==> src/rtl/wtsc_pkg.sv <==
// shared types, codes and constants of the wave-table sound channel
// no dependencies; used by the top level and the checker
package wtsc_pkg;

	localparam int unsigned TICKS_PER_UNIT_DEF = 4;
	localparam int unsigned WAVE_BYTES         = 16;
	localparam int unsigned WAVE_ADDR_W        = 4;
	localparam int unsigned WAVE_POSITIONS     = 32;
	localparam int unsigned POS_W              = 5;
	localparam int unsigned TIMER_W            = 14;
	localparam int unsigned PERIOD_W           = 11;
	localparam int unsigned PERIOD_SPAN        = 1 << PERIOD_W;
	localparam int unsigned FULL_LENGTH        = 256;
	localparam int unsigned LEN_W              = 9;

	typedef enum logic [2:0] {
		MODE_TICK       = 3'd0,
		MODE_LEN_CLK    = 3'd1,
		MODE_REG_WRITE  = 3'd2,
		MODE_REG_READ   = 3'd3,
		MODE_WAVE_WRITE = 3'd4,
		MODE_WAVE_READ  = 3'd5
	} mode_t;

	typedef enum logic [2:0] {
		REG_DAC       = 3'd0,
		REG_LENGTH    = 3'd1,
		REG_LEVEL     = 3'd2,
		REG_PERIOD_LO = 3'd3,
		REG_PERIOD_HI = 3'd4
	} reg_idx_t;

	typedef enum logic [1:0] {
		LEVEL_MUTE    = 2'd0,
		LEVEL_FULL    = 2'd1,
		LEVEL_HALF    = 2'd2,
		LEVEL_QUARTER = 2'd3
	} level_code_t;

	typedef struct packed {
		logic [2:0] mode;
		logic [2:0] reg_index;
		logic [3:0] wave_index;
		logic [7:0] write_data;
	} cmd_item_t;

	typedef struct packed {
		logic [7:0]         read_data;
		logic [3:0]         sample_level;
		logic signed [15:0] sample_value;
		logic               channel_on;
	} res_item_t;

	// (2*level - 15) * 2000
	function automatic logic signed [15:0] level_to_value(input logic [3:0] level);
		logic signed [5:0] centered;
		centered = $signed({1'b0, level, 1'b0}) - 6'sd15;
		return 16'(centered * 16'sd2000);
	endfunction

endpackage

==> src/rtl/wave_table_sound_channel.sv <==
// wave-table sound channel: timer, wave store, length counter and result register
// depends on wtsc_pkg
//
// usage:
// - cmd channel (cmd_valid / cmd_stall / cmd) takes one event per item: a period
//   tick, a length clock, a register write or read, or a wave store write or read
// - res channel (res_valid / res_stall / res) returns exactly one item per command,
//   in order: read byte, scaled sample level, signed sample and the on flag, all
//   showing the state after the event
// - the result is registered and is offered in the cycle after its command is
//   accepted
// - throughput is one item per cycle while no stalled result is held; all state
//   updates and the sample scaling sit between command port and result register
// - a stalled result holds; cmd_stall is raised only while a result is held and
//   stalled, so a new command is taken whenever the held result leaves that cycle
// - reset clears all channel state, including the 16-byte wave store, to zero and
//   empties the result register; commands are accepted in the first cycle after it
module wave_table_sound_channel #(
	parameter int unsigned TICKS_PER_PERIOD_UNIT = wtsc_pkg::TICKS_PER_UNIT_DEF
) (
	input  logic                clk,
	input  logic                arst_n,
	input  logic                cmd_valid,
	output logic                cmd_stall,
	input  wtsc_pkg::cmd_item_t cmd,
	output logic                res_valid,
	input  logic                res_stall,
	output wtsc_pkg::res_item_t res
);
	import wtsc_pkg::*;

	logic [7:0]          wave_q [WAVE_BYTES];
	logic [TIMER_W-1:0]  timer_q,    timer_d;
	logic [POS_W-1:0]    pos_q,      pos_d;
	logic [LEN_W-1:0]    len_q,      len_d;
	logic [PERIOD_W-1:0] period_q,   period_d;
	logic                len_en_q,   len_en_d;
	logic [1:0]          lvl_code_q, lvl_code_d;
	logic                dac_q,      dac_d;
	logic                active_q,   active_d;
	logic [3:0]          nibble_q,   nibble_d;

	logic                res_valid_q;
	res_item_t           res_q, res_d;

	logic                   accept;
	logic [WAVE_ADDR_W-1:0] rd_addr;
	logic [7:0]             rd_byte;
	logic [7:0]             read_data;
	logic [3:0]             level;

	function automatic logic [TIMER_W-1:0] reload_amount(input logic [PERIOD_W-1:0] pv);
		logic [PERIOD_W:0] span;
		span = (PERIOD_W+1)'(PERIOD_SPAN) - {1'b0, pv};
		return TIMER_W'(TIMER_W'(span) * TIMER_W'(TICKS_PER_PERIOD_UNIT));
	endfunction

	assign accept    = cmd_valid && !cmd_stall;
	assign cmd_stall = res_valid_q && res_stall;
	assign res_valid = res_valid_q;
	assign res       = res_q;

	// one read port: a tick fetches the playing byte, a wave read the addressed one
	assign rd_addr = (cmd.mode == MODE_TICK) ? pos_q[POS_W-1:1] : cmd.wave_index;
	assign rd_byte = wave_q[rd_addr];

	always_comb begin
		timer_d    = timer_q;
		pos_d      = pos_q;
		len_d      = len_q;
		period_d   = period_q;
		len_en_d   = len_en_q;
		lvl_code_d = lvl_code_q;
		dac_d      = dac_q;
		active_d   = active_q;
		nibble_d   = nibble_q;
		read_data  = 8'h00;

		case (cmd.mode)
			MODE_TICK: begin
				if (active_q) begin
					if (timer_q <= TIMER_W'(1)) begin
						nibble_d = pos_q[0] ? rd_byte[3:0] : rd_byte[7:4];
						// reload keeps the overshoot of an expired timer
						timer_d  = TIMER_W'(reload_amount(period_q) + timer_q - TIMER_W'(1));
						pos_d    = pos_q + POS_W'(1);
					end else begin
						timer_d = timer_q - TIMER_W'(1);
					end
				end
			end
			MODE_LEN_CLK: begin
				if (len_en_q && (len_q != '0)) begin
					len_d = len_q - LEN_W'(1);
					if (len_q == LEN_W'(1))
						active_d = 1'b0;
				end
			end
			MODE_REG_WRITE: begin
				case (cmd.reg_index)
					REG_DAC: begin
						dac_d = cmd.write_data[7];
						if (!cmd.write_data[7])
							active_d = 1'b0;
					end
					REG_LENGTH: begin
						len_d = LEN_W'(FULL_LENGTH) - {1'b0, cmd.write_data};
					end
					REG_LEVEL: begin
						lvl_code_d = cmd.write_data[6:5];
					end
					REG_PERIOD_LO: begin
						period_d = {period_q[PERIOD_W-1:8], cmd.write_data};
					end
					REG_PERIOD_HI: begin
						len_en_d = cmd.write_data[6];
						period_d = {cmd.write_data[2:0], period_q[7:0]};
						// trigger uses the period just written
						if (cmd.write_data[7]) begin
							active_d = dac_q;
							if (len_q == '0)
								len_d = LEN_W'(FULL_LENGTH);
							timer_d = reload_amount({cmd.write_data[2:0], period_q[7:0]});
							pos_d   = '0;
						end
					end
					default: begin
					end
				endcase
			end
			MODE_REG_READ: begin
				case (cmd.reg_index)
					REG_DAC:       read_data = {dac_q, 7'h7F};
					REG_LEVEL:     read_data = {1'b1, lvl_code_q, 5'h1F};
					REG_PERIOD_HI: read_data = {1'b1, len_en_q, 6'h3F};
					default:       read_data = 8'hFF;
				endcase
			end
			MODE_WAVE_READ: begin
				read_data = rd_byte;
			end
			default: begin
			end
		endcase
	end

	always_comb begin
		case (lvl_code_d)
			LEVEL_FULL:    level = nibble_d;
			LEVEL_HALF:    level = {1'b0, nibble_d[3:1]};
			LEVEL_QUARTER: level = {2'b00, nibble_d[3:2]};
			default:       level = 4'h0;
		endcase

		res_d.read_data    = read_data;
		res_d.channel_on   = active_d;
		res_d.sample_level = active_d ? level : 4'h0;
		res_d.sample_value = active_d ? level_to_value(level) : 16'sd0;
	end

	always_ff @(posedge clk or negedge arst_n) begin
		if (!arst_n) begin
			timer_q    <= '0;
			pos_q      <= '0;
			len_q      <= '0;
			period_q   <= '0;
			len_en_q   <= 1'b0;
			lvl_code_q <= '0;
			dac_q      <= 1'b0;
			active_q   <= 1'b0;
			nibble_q   <= '0;
		end else if (accept) begin
			timer_q    <= timer_d;
			pos_q      <= pos_d;
			len_q      <= len_d;
			period_q   <= period_d;
			len_en_q   <= len_en_d;
			lvl_code_q <= lvl_code_d;
			dac_q      <= dac_d;
			active_q   <= active_d;
			nibble_q   <= nibble_d;
		end
	end

	always_ff @(posedge clk or negedge arst_n) begin
		if (!arst_n) begin
			for (int i = 0; i < WAVE_BYTES; i++)
				wave_q[i] <= 8'h00;
		end else if (accept && (cmd.mode == MODE_WAVE_WRITE)) begin
			wave_q[cmd.wave_index] <= cmd.write_data;
		end
	end

	always_ff @(posedge clk or negedge arst_n) begin
		if (!arst_n) begin
			res_valid_q <= 1'b0;
		end else if (accept) begin
			res_valid_q <= 1'b1;
		end else if (!res_stall) begin
			res_valid_q <= 1'b0;
		end
	end

	always_ff @(posedge clk) begin
		if (accept)
			res_q <= res_d;
	end

endmodule

==> config.mk <==
export PLATFORM = sky130hd
export DESIGN_NAME = wave_table_sound_channel
export DESIGN_NICKNAME = d
export VERILOG_FILES = /design/src/rtl/wtsc_pkg.sv /design/src/rtl/wave_table_sound_channel.sv
export SDC_FILE = /design/constraint.sdc
export NUM_CORES = 1
export LEC_CHECK = 0
export CORE_ASPECT_RATIO = 0.9
export CORE_MARGIN = 5
export CORE_UTILIZATION = 65
export CTS_CLUSTER_DIAMETER = 120
export CTS_CLUSTER_SIZE = 24
export DETAILED_ROUTE_END_ITERATION = 7
export DONT_BUFFER_PORTS = 1
export PLACE_DENSITY = 0.93
export SLEW_MARGIN = 25
export SYNTH_ARGS = -nofsm -noshare
export SYNTH_HDL_FRONTEND = slang
export SYNTH_SLANG_ARGS = --single-unit
==> constraint.sdc <==
create_clock -name clk -period 9.2 [get_ports clk]
set_input_delay 0.46 -clock clk [delete_from_list [all_inputs] [get_ports clk]]
set_output_delay 0.46 -clock clk [all_outputs]
set_load 0.02 [all_outputs]
==> key figures, run 1 <==
Status
  • Status: finished with violations
  • Failing checks: hold timing

Yosys
  • Unique masters post-synth: 71
  • Most common cell in the netlist: dfrtp_1
  • Post-synthesis instance total: 1,127
  • Main synth FF type: dfrtp_1
  • Leading area contributor after synthesis: dfrtp_1
  • Post-synth EDFFs: 23
  • Mux share of post-synthesis cell area: 0.223
  • Mapped Avg Cell Area: between 10 and 15 sq um
  • Share of the synthesized area in the top cell type: 0.370
  • Post-synthesis compound-gate area fraction: 0.0946
  • Post-Synth Adder-Cell Area: 0.0681
  • Most area-consuming cells after synthesis: dfrtp_1, mux2_2, mux2i_1
  • Post-Synth XOR/XNOR Area: 0.0307
  • Mapped cell area: roughly 12,000 sq um
  • Yosys reg bits: 200
  • Warnings from Yosys: 0
  • Synth Area in Simple Gates: 0.108
  • Synth top cells by count: dfrtp_1, mux2_2, mux2i_1
  • Post-synthesis sequential area ratio: 0.427
  • Main combinational cell family by area after synthesis: multiplexers
  • Async set or reset register ratio after synthesis: 0.885

Pwr
  • Clock power frac: 0.316
  • Switching share of power: 0.312
  • Power per cell area: 189 nW/um^2
  • Switch Pwr: roughly 750 uW
  • Combinational power share: 0.251
  • Sequential share of power: 0.433
  • Peak supply drop: 156 uV
  • Pleak: 0.00602 uW
  • Power Internal: roughly 1600 uW

Drt
  • Detail-routed via count per cell: 6.46
  • Post-route ant nets: 0
  • DRT Pass-1 Iters: 6
  • Total Wirelength: 28,500 um
  • # DRC: 0
  • Initial DRC count: 900
  • Mean routed wirelength per cell: 21.1 um
  • Via count: 8,743

Finish
  • Antenna cells: 0
  • Final net count: 1,178
  • Proportion of layout cells with a drive suffix above 1: 0.170
  • Area of the multi-input gates: 6310 sq um
  • Fillers: about 1,200
  • Layout overhead on the synthesized area: 5.90%
  • Sequential standard cell area: between 5000 and 6000 sq um
  • Final cell count without fillers: 1,353

Timing
  • Slew @ Worst Pin: 1010 ps
  • Crit share post-route: 0.800
  • Max-slew headroom: 0.326
  • Hold slack: -75.3 ps
  • Slew Viols, Final: 0
  • Setup_tns: 0 ps
  • Final setup vio count: 0
  • Clock period minus final worst setup slack: 7360 ps
  • FMAX: about 140 MHz
  • Post-Route Skew: 12.0 ps
  • Total count of hold-check failures in the final report: 21
  • RSZ-0062 raised after global routing: no

Min path
  • Worst hold path type: input port to asynchronous set/reset pin

Global route
  • Global-route wire length before repair: 46,300 um
  • Tot GR Track Use: 0.270
  • GR Overflow Total: 0
  • Vias in the first global route: 8,783
  • Initial antenna violation count: 0
  • Pin count of the biggest net entering global routing: 178

Floorplan
  • Die extent in y: 139 um
  • Die area: 21,200 sq um
  • Core box area: 18,200 sq um
  • Io pins: 53
  • Initial core utilization: 0.657
  • Die X: 153 um
  • Row count: 47

Setup path
  • Worst r2r dst: res[16]$_SDFFCE_PN0P_
  • Reg2reg setup slack: 2110 ps
  • Critical path startpoint category: input port
  • Reg-to-Reg Start: pos_q[1]$_DFFE_PN0P_
  • CP Launch Point: cmd[15]
  • CP endpoint kind: flop
  • Critical path class: input port to flop
  • Req. time, crit path: roughly 9400 ps
  • WP data arrival: 7550 ps
  • Worst R2R Path Depth: 21
  • Critical path peak fanout: 56

Place
  • Dpl cells: 1,320
  • Gpl congestion: ~0.93
  • Hpwl dp: between 15,000 and 20,000 um
  • Port-buffer cells: 0

Clock network
  • Clock Path Buffers: 2
  • Clk Latency, worst-skew pair: 440 ps
  • Clock transition at path regs: 70 ps
  • Root Buffer: clkbuf_16
  • Post-CTS setup buffers: 0
  • Clock Sinks: 200
  • H-Tree Depth: 4
  • CTS tree: yes
  • Num CTS Buffers: 17
  • CTS resizes: 0

Run
  • Max Cap Viol: 0
-- repair_timing --
item | CTS | global route
endpoints found under the hold margin | 177 | 0
hold buffers | 1 | 0
setup endpoints to repair | 0 | 0
-- stage by stage --
step	power [uW]	instance area (sq um)	hold WS, ps	utilization	worst slack (ps)
detailed placement	1620	12100	169	0.661	1730
floorplan	1500	12000	164	-	3030
global route	2510	12700	115	0.696	1610
global placement	1580	12100	169	0.661	2050
CTS	2390	12700	95.0	0.695	2020
finish	2400	12700	-75.3	0.696	1840
-- worst max path at each step --
stage | end | slack [ps] | cells after the start
global placement | res[16]$_SDFFCE_PN0P_ | 2050 | 22
floorplan | res[16]$_SDFFCE_PN0P_ | 3030 | 26
CTS | res[16]$_SDFFCE_PN0P_ | 2020 | 22
detailed placement | res[16]$_SDFFCE_PN0P_ | 1730 | 22
global route | res[16]$_SDFFCE_PN0P_ | 1610 | 22
finish | res[16]$_SDFFCE_PN0P_ | 1840 | 22
-- sequential cells by signal, summed over array words and instances (netlist names) --
register	cells
res_valid	1
pos_q	5
period_q	11
timer_q	14
dac_q	1
len_q	9
active_q	1
lvl_code_q	2
res	23
nibble_q	4
wave_q	128
len_en_q	1
-- cell type report --
| class | instances | share of cell area |
|---|---|---|
| inverter | 71 | 0.0210 |
| clock buffer | 20 | 0.0368 |
| clock inverter | 12 | 0.00986 |
| multi-input combinational | 796 | 0.498 |
| tap | 245 | 0.0242 |
| sequential | 200 | 0.404 |
| timing repair buffer | 9 | 0.00690 |
-- critical path, cell delays in order --
cell,delay (ps)
or3_1,740
mux2i_4,370
buf_4,750
mux2i_1,290
mux2i_1,110
mux2_2,300
mux4_2,520
o21ai_2,340
a2bb2oi_1,540
fa_1,570
fa_1,510
fa_1,530
ha_1,170
inv_1,60
fa_1,390
nor2b_1,230
o21a_1,140
o21ai_0,80
nand2b_1,80
a21oi_1,80
xnor2_1,140
nor2_1,60
-- power by group through the flow --
stage               registers [uW]  clock network, uW  logic [uW]
floorplan                     1020                  0         480
global placement              1050                  0         538
detailed placement            1050                  0         566
CTS                           1030                764         591
global route                  1040                799         668
finish                        1040                757         602
-- logic make-up (layout without fill, tap and decap cells) --
group	count (synthesis)	after routing
AND/OR/NAND/NOR	270	270
multiplexers	237	237
other	1	4
buffers and inverters	134	112
adder cells (fa/ha/maj)	61	61
XOR/XNOR	42	42
AO/OA/AOI/OAI	182	182
flip-flops	200	200
-- metal layers --
metal / up-vias / global-route usage / part of all wire
met5: - / 0 / 0
met2: 471 / 0.429 / 0.47
met4: 0 / 0.0877 / 0.024
met3: 72 / 0.0752 / 0.099
li1: 3915 / - / -
met1: 4285 / 0.362 / 0.41
-- cell usage in the layout, fill, tap and decap left out, drive strengths merged, types with 20 or more instances in the layout --
master	netlist	routed
edfxtp	23	23
ha	54	54
xnor2	25	25
mux2	122	122
mux2i	106	106
clkbuf	44	20
nand2	87	87
inv	69	69
nor2	65	65
o21ai	80	80
dfrtp	177	177
a21oi	32	32
Note: power is estimated with default switching activity, not from simulation.
==> run 2: changes to the inputs <==
==> constraint.sdc (replaced) <==
create_clock -name clk -period 7.7 [get_ports clk]
set_input_delay 0.385 -clock clk [delete_from_list [all_inputs] [get_ports clk]]
set_output_delay 0.385 -clock clk [all_outputs]
set_load 0.02 [all_outputs]
==> run 2 against run 1 <==
Net effect:
- the run still ends with hold timing left
- non-clock buffer count grew 2
- sequential power grew 19%
- clock-buffer cell count shrank 2
- sequential share of layout area is essentially flat
- cell area is essentially flat
- total power grew 19%
- worst setup slack lost 900 ps
- hold slack is essentially flat
- die area is the same
- clock skew shrank 0.70 ps
- largest power group unchanged
==> key figures, run 2 (same netlist as run 1, synthesis figures left out) <==
Status
  • Status: finished with violations (unchanged)
  • Failing checks: hold timing (unchanged)

Global route
  • GR Overflow Total: 0 (unchanged)
  • Initial antenna violation count: 2 (was 0)
  • Vias in the first global route: 9,074 (was 8,783)
  • Tot GR Track Use: 0.277 (was 0.270)
  • Pin count of the biggest net entering global routing: 178 (unchanged)
  • Global-route wire length before repair: 47,300 um (was 46,300 um)

Pwr
  • Power Internal: 1930 uW (was 1650 uW)
  • Combinational power share: 0.251 (about the same)
  • Peak supply drop: 149 uV (was 156 uV)
  • Tot Pwr: 2850 uW (was 2400 uW)
  • Power per cell area: 225 nW/um^2 (was 189 nW/um^2)
  • Switch Pwr: 923 uW (was 748 uW)
  • Clock power frac: 0.315 (was 0.316)
  • Switching share of power: 0.323 (was 0.312)
  • Pleak: 0.00604 uW (was 0.00602 uW)
  • Sequential share of power: 0.434 (was 0.433)

Place
  • Hpwl dp: 19,500 um (was 19,300 um)
  • Gpl congestion: 0.916 (was 0.930)
  • Dpl cells: 1,322 (was 1,320)
  • Area after DPL: 12,100 sq um (about the same)
  • Port-buffer cells: 0 (unchanged)

Finish
  • Most frequent cells in the layout: dfrtp_1, mux2_2, mux2i_1 (unchanged)
  • Antenna cells: 0 (unchanged)
  • Top reg by flops: wave_q (unchanged)
  • Design area: 12,700 sq um (about the same)
  • Most common cell after layout, fill and taps aside: dfrtp_1 (unchanged)
  • Fillers: 1,186 (was 1,181)
  • Area of the multi-input gates: 6300 sq um (was 6310 sq um)
  • Final cell count without fillers: 1,355 (was 1,353)
  • Sequential standard cell area: 5120 sq um (unchanged)
  • Post-layout util: 0.696 (about the same)
  • Max reg flops: 128 (unchanged)
  • Final net count: 1,180 (was 1,178)
  • Layout overhead on the synthesized area: 5.93% (was 5.90%)
  • Proportion of layout cells with a drive suffix above 1: 0.171 (was 0.170)

Setup path
  • CP endpoint kind: flop (unchanged)
  • WP data arrival: 6960 ps (was 7550 ps)
  • CP Launch Point: timer_q[8]$_DFFE_PN0P_ (was cmd[15])
  • Critical path peak fanout: 14 (was 56)
  • Critical path class: flop to flop (was input port to flop)
  • WP depth: 25 (was 22)
  • Critical path startpoint category: flop (was input port)
  • Worst r2r dst: res[16]$_SDFFCE_PN0P_ (unchanged)
  • Req. time, crit path: 7900 ps (was 9390 ps)
  • Reg-to-Reg Start: timer_q[8]$_DFFE_PN0P_ (was pos_q[1]$_DFFE_PN0P_)
  • Worst R2R Path Depth: 25 (was 21)
  • Reg2reg setup slack: 950 ps (was 2110 ps)
  • Worst path bufs/invs: 3 (was 2)
  • Worst path slowest cell: or4_1 (was buf_4)
  • Family with the most delay on the worst path: simple AND/OR/NAND/NOR gates (was adder cells)
  • Critical path endpoint: res[16]$_SDFFCE_PN0P_ (unchanged)
  • Critical Path Max Stage Delay: 560 ps (was 750 ps)

Floorplan
  • Io pins: 53 (unchanged)
  • Die X: 153 um (unchanged)
  • Core box area: 18,200 sq um (unchanged)
  • Row count: 47 (unchanged)
  • Die extent in y: 139 um (unchanged)
  • Die area: 21,200 sq um (unchanged)
  • Initial core utilization: 0.657 (unchanged)

Drt
  • Initial DRC count: 947 (was 900)
  • Mean routed wirelength per cell: 21.5 um (was 21.1 um)
  • Post-route ant nets: 0 (unchanged)
  • # DRC: 0 (unchanged)
  • DRT Pass-1 Iters: 5 (was 6)
  • Via count: 8,868 (was 8,743)
  • Detail-routed via count per cell: 6.54 (was 6.46)
  • Total Wirelength: 29,100 um (was 28,500 um)

Clock network
  • CTS resizes: 0 (unchanged)
  • Clock Sinks: 200 (unchanged)
  • Clk Latency, worst-skew pair: 450 ps (was 440 ps)
  • H-Tree Depth: 4 (unchanged)
  • Num CTS Buffers: 17 (unchanged)
  • CTS tree: yes (unchanged)
  • Clock transition at path regs: 70 ps (about the same)
  • Root Buffer: clkbuf_16 (unchanged)
  • Clock Path Buffers: 2 (unchanged)

Timing
  • Slew @ Worst Pin: 1010 ps (about the same)
  • Max-slew headroom: 0.323 (was 0.326)
  • Hold slack: -74.9 ps (was -75.3 ps)
  • Post-Route Skew: 11.3 ps (was 12.0 ps)
  • RSZ-0062 raised after global routing: no (unchanged)
  • Slew Viols, Final: 0 (unchanged)
  • Clock period minus final worst setup slack: 6750 ps
  • FMAX: 148 MHz
  • Total count of hold-check failures in the final report: 26 (was 21)
  • Setup_tns: 0 ps (unchanged)
  • Crit share post-route: 0.877
  • Final setup vio count: 0 (unchanged)

Run
  • Max Cap Viol: 0 (unchanged)

Min path
  • Worst hold path type: input port to asynchronous set/reset pin (unchanged)
-- run 2: changes by cell type in the layout (fill, tap and decap cells not counted) --
cell,change
clkinv_4,+1
mux2i_4,-1
inv_6,+4
mux2i_2,+1
buf_12,+1
inv_8,+2
clkbuf_8,-2
clkinvlp_4,-2
inv_4,+1
bufinv_16,-1
buf_4,+1
clkinv_2,-3
-- run 2: timing repair --
item / in CTS / in global routing
hold buffers: 1 / 0
setup buffers: 0 / 0
endpoints found under the hold margin: 177 / 0
-- run 2: worst min-delay path by stage --
| stage | from | end |
|---|---|---|
| final | arst_n | timer_q[5]$_DFFE_PN0P_ |
| after global routing | arst_n | timer_q[5]$_DFFE_PN0P_ |
| after CTS | arst_n | timer_q[5]$_DFFE_PN0P_ |
| after detailed placement | arst_n | timer_q[4]$_DFFE_PN0P_ |
| after global placement | arst_n | timer_q[4]$_DFFE_PN0P_ |
| after floorplan | arst_n | active_q$_DFFE_PN0P_ |
-- run 2: final cells by class --
type,count,share of cell area
clock buffers,18,0.0346
multi-input cells,796,0.497
repair buffers,11,0.00907
well taps,245,0.0242
inverters,71,0.0210
flip-flops and latches,200,0.404
clock inverters,14,0.0108
-- run 2: routing by layer --
| layer | track usage | part of all wire | vias up |
|---|---|---|---|
| li1 | - | - | 3923 |
| met1 | 0.363 | 0.40 | 4403 |
| met2 | 0.435 | 0.47 | 452 |
| met3 | 0.0895 | 0.095 | 86 |
| met4 | 0.105 | 0.029 | 4 |
| met5 | 0 | 0.00051 | - |
-- run 2: power groups by stage --
stage | logic, uW | clock network [uW] | registers [uW]
after detailed placement | 676 | 0 | 1250
after global placement | 647 | 0 | 1250
after global routing | 797 | 942 | 1250
after CTS | 706 | 899 | 1230
final | 716 | 899 | 1240
after floorplan | 573 | 0 | 1220
-- run 2: stage by stage --
stage / setup slack (ps) / hold WS (ps)
2_1_floorplan: 1600 / 89.4
3_3_place_gp: 1050 / 93.4
3_5_place_dp: 769 / 93.5
4_1_cts: 1050 / 22.1
5_1_grt: 531 / 14.9
6_report: 948 / -74.9
-- run 2: worst reg2reg max path, cell delays in order, from the launching register on --
cell and delay (ps):
dfrtp_1 460, or4_1 560, nor4_2 470, and2_0 200, buf_4 220, nand3_1 340, or2_2 420, o221ai_2 210
nor2_1 150, o21bai_1 250, a21oi_1 270, ha_1 290, inv_1 100, ha_1 190, fa_1 470, fa_1 560
ha_1 200, inv_1 60, fa_1 380, nor2b_1 170, o21a_1 130, o21ai_0 70, nand2b_1 70, a21oi_1 80
xnor2_1 130, nor2_1 50
==> run 3: changes to the inputs <==
--- a/config.mk
+++ b/config.mk
@@ -7,12 +7,12 @@
 export LEC_CHECK = 0
 export CORE_ASPECT_RATIO = 0.9
 export CORE_MARGIN = 5
-export CORE_UTILIZATION = 65
+export CORE_UTILIZATION = 44
 export CTS_CLUSTER_DIAMETER = 120
 export CTS_CLUSTER_SIZE = 24
 export DETAILED_ROUTE_END_ITERATION = 7
 export DONT_BUFFER_PORTS = 1
-export PLACE_DENSITY = 0.93
+export PLACE_DENSITY = 0.71
 export SLEW_MARGIN = 25
 export SYNTH_ARGS = -nofsm -noshare
 export SYNTH_HDL_FRONTEND = slang
==> run 3 against run 2 <==
Net effect:
- the run still ends with hold timing left
- critical path depth is 4 lower
- register-to-register slack better by 80 ps
- worst setup slack better by 76 ps
- clock power is 3.4% lower
- first-iteration DRC count is 37% lower
- sequential cell count stayed put
- die area is 44% higher
- clock skew is 0.81 ps higher
- global-route usage is 9.6 points lower
- critical path type unchanged
==> key figures, run 3 (same netlist as run 1, synthesis figures left out) <==
Floorplan
  • Io pins: 53 (unchanged)
  • Initial core utilization: 0.445 (was 0.657)
  • Row count: 57 (was 47)
  • Die area: 30,600 sq um (was 21,200 sq um)
  • Die X: 184 um (was 153 um)
  • Die extent in y: 167 um (was 139 um)
  • Core box area: 26,900 sq um (was 18,200 sq um)

Status
  • Status: finished with violations (unchanged)
  • Failing checks: hold timing (unchanged)

Drt
  • Post-route ant nets: 0 (unchanged)
  • Total Wirelength: 27,500 um (was 29,100 um)
  • Detail-routed via count per cell: 5.63 (was 6.54)
  • DRT Pass-1 Iters: 5 (unchanged)
  • Initial DRC count: 600 (was 947)
  • Mean routed wirelength per cell: 18.7 um (was 21.5 um)
  • Via count: 8,271 (was 8,868)
  • # DRC: 0 (unchanged)

Clock network
  • Num CTS Buffers: 17 (unchanged)
  • Clock Path Buffers: 2 (unchanged)
  • Clock transition at path regs: 80 ps (was 70 ps)
  • H-Tree Depth: 4 (unchanged)
  • Clock Sinks: 200 (unchanged)
  • Clk Latency, worst-skew pair: 450 ps (about the same)
  • Post-CTS setup buffers: 0 (unchanged)
  • CTS tree: yes (unchanged)
  • Root Buffer: clkbuf_16 (unchanged)

Setup path
  • Critical path peak fanout: 13 (was 14)
  • Worst path bufs/invs: 2 (was 3)
  • Worst path slowest cell: mux2i_4 (was or4_1)
  • Critical Path Most Common Cell: fa_1
  • Req. time, crit path: 7900 ps (about the same)
  • Worst-path cell chain: mux2i_4 -> buf_4 -> mux2i_1 -> mux2i_1 -> mux2_2 -> mux4_2 -> o21ai_2 -> a2bb2oi_1 -> fa_1 -> fa_1 -> fa_1 -> ha_1 -> inv_1 -> fa_1 -> nor2b_1 -> o21a_1 -> o21ai_0 -> nand2b_1 -> a21oi_1 -> xnor2_1 -> nor2_1
  • CP endpoint kind: flop (unchanged)
  • Critical Path Max Stage Delay: 640 ps (was 560 ps)
  • Family with the most delay on the worst path: adder cells (was simple AND/OR/NAND/NOR gates)
  • Critical path class: flop to flop (unchanged)
  • Critical path startpoint category: flop (unchanged)
  • WP data arrival: 6870 ps (was 6960 ps)

Timing
  • Slew @ Worst Pin: 947 ps (was 1010 ps)
  • Worst setup margin: 1020 ps (was 948 ps)
  • FMAX: 150 MHz (was 148 MHz)
  • Post-Route Skew: 12.2 ps (was 11.3 ps)
  • Setup_tns: 0 ps (unchanged)
  • Hold slack: -74.1 ps (was -74.9 ps)
  • Clock period minus final worst setup slack: 6680 ps (was 6750 ps)
  • Max-slew headroom: 0.369 (was 0.323)
  • RSZ-0062 raised after global routing: no (unchanged)
  • Final setup vio count: 0 (unchanged)
  • Total count of hold-check failures in the final report: 48 (was 26)
  • Crit share post-route: 0.867 (was 0.877)
  • Slew Viols, Final: 0 (unchanged)

Finish
  • Antenna cells: 0 (unchanged)
  • Area of the multi-input gates: 6300 sq um (unchanged)
  • Most frequent cells in the layout: dfrtp_1, mux2_2, mux2i_1 (unchanged)
  • Layout overhead on the synthesized area: 7.27% (was 5.93%)
  • Most common cell after layout, fill and taps aside: dfrtp_1 (unchanged)
  • Sequential standard cell area: 5120 sq um (unchanged)
  • Top reg by flops: wave_q (unchanged)
  • Final net count: 1,185 (was 1,180)
  • Fillers: 2,388 (was 1,186)
  • Max reg flops: 128 (unchanged)
  • Proportion of layout cells with a drive suffix above 1: 0.175 (was 0.171)

Place
  • DP Worst Slack: 723 ps (was 769 ps)
  • Hpwl dp: 19,600 um (was 19,500 um)
  • Port-buffer cells: 0 (unchanged)
  • Gpl congestion: 0.859 (was 0.916)

Min path
  • Worst hold path type: input port to asynchronous set/reset pin (unchanged)

Global route
  • Vias in the first global route: 8,195 (was 9,074)
  • Tot GR Track Use: 0.182 (was 0.277)
  • Pin count of the biggest net entering global routing: 178 (unchanged)
  • GR Overflow Total: 0 (unchanged)
  • Global-route wire length before repair: 44,800 um (was 47,300 um)
  • Initial antenna violation count: 1 (was 2)

Run
  • Max Cap Viol: 0 (unchanged)

Pwr
  • Power per cell area: 218 nW/um^2 (was 225 nW/um^2)
  • Peak supply drop: 166 uV (was 149 uV)
  • Pleak: 0.00605 uW (was 0.00604 uW)
[run 3: final cells by class]
cell class / instances / area share
Sequential cell: 200 / 0.398
Clock inverter: 15 / 0.0107
Tap cell: 354 / 0.0345
Inverter: 71 / 0.0207
Multi-Input combinational cell: 796 / 0.491
Clock buffer: 17 / 0.0331
Timing Repair Buffer: 16 / 0.0119
[run 3: worst paths after layout]
path,from,to,slack [ps],cells after the start
max,pos_q[1]$_DFFE_PN0P_,res[16]$_SDFFCE_PN0P_,1020,21
min,arst_n,wave_q[3]$_DFFE_PN0P_,-70,1
min reg2reg,wave_q[105]$_DFFE_PN0P_,wave_q[105]$_DFFE_PN0P_,480,2
max reg2reg,pos_q[1]$_DFFE_PN0P_,res[16]$_SDFFCE_PN0P_,1020,21
min in group clk,cmd_valid,res_valid$_DFFE_PN0P_,50,1
max in group asynchronous,arst_n,len_q[8]$_DFFE_PN0P_,7010,1
[run 3: timing repair]
item,in CTS,in global routing
gates resized for setup,0,0
hold buffers,1,0
endpoints found under the hold margin,177,0
[run 3: stage by stage]
stage / cell area [sq um] / utilization / hold WS [ps] / power (uW) / std cells
3_5_place_dp: 12300 / 0.456 / 99.6 / 1930 / 1436
5_1_grt: 12800 / 0.478 / 39.8 / 2970 / 1469
3_3_place_gp: 12300 / 0.456 / 102 / 1910 / 1436
2_1_floorplan: 12000 / - / 89.4 / 1800 / 1130
4_1_cts: 12800 / 0.478 / 36.8 / 2820 / 1469
6_report: 12800 / 0.478 / -74.1 / 2810 / 1469
[run 3: per-layer routing]
layer	wire length (um)	track usage	up-vias
met5	13	0	-
met2	12300	0.278	186
met3	1610	0.0408	21
met4	286	0.0383	2
met1	13300	0.266	4135
li1	-	-	3927
[run 3: report_power, final]
part	switching, uW	leakage, uW	internal, uW
combinational	388	0.00316	316
clock	440	0.000274	429
sequential	82.6	0.00261	1150
total	911	0.00605	1900
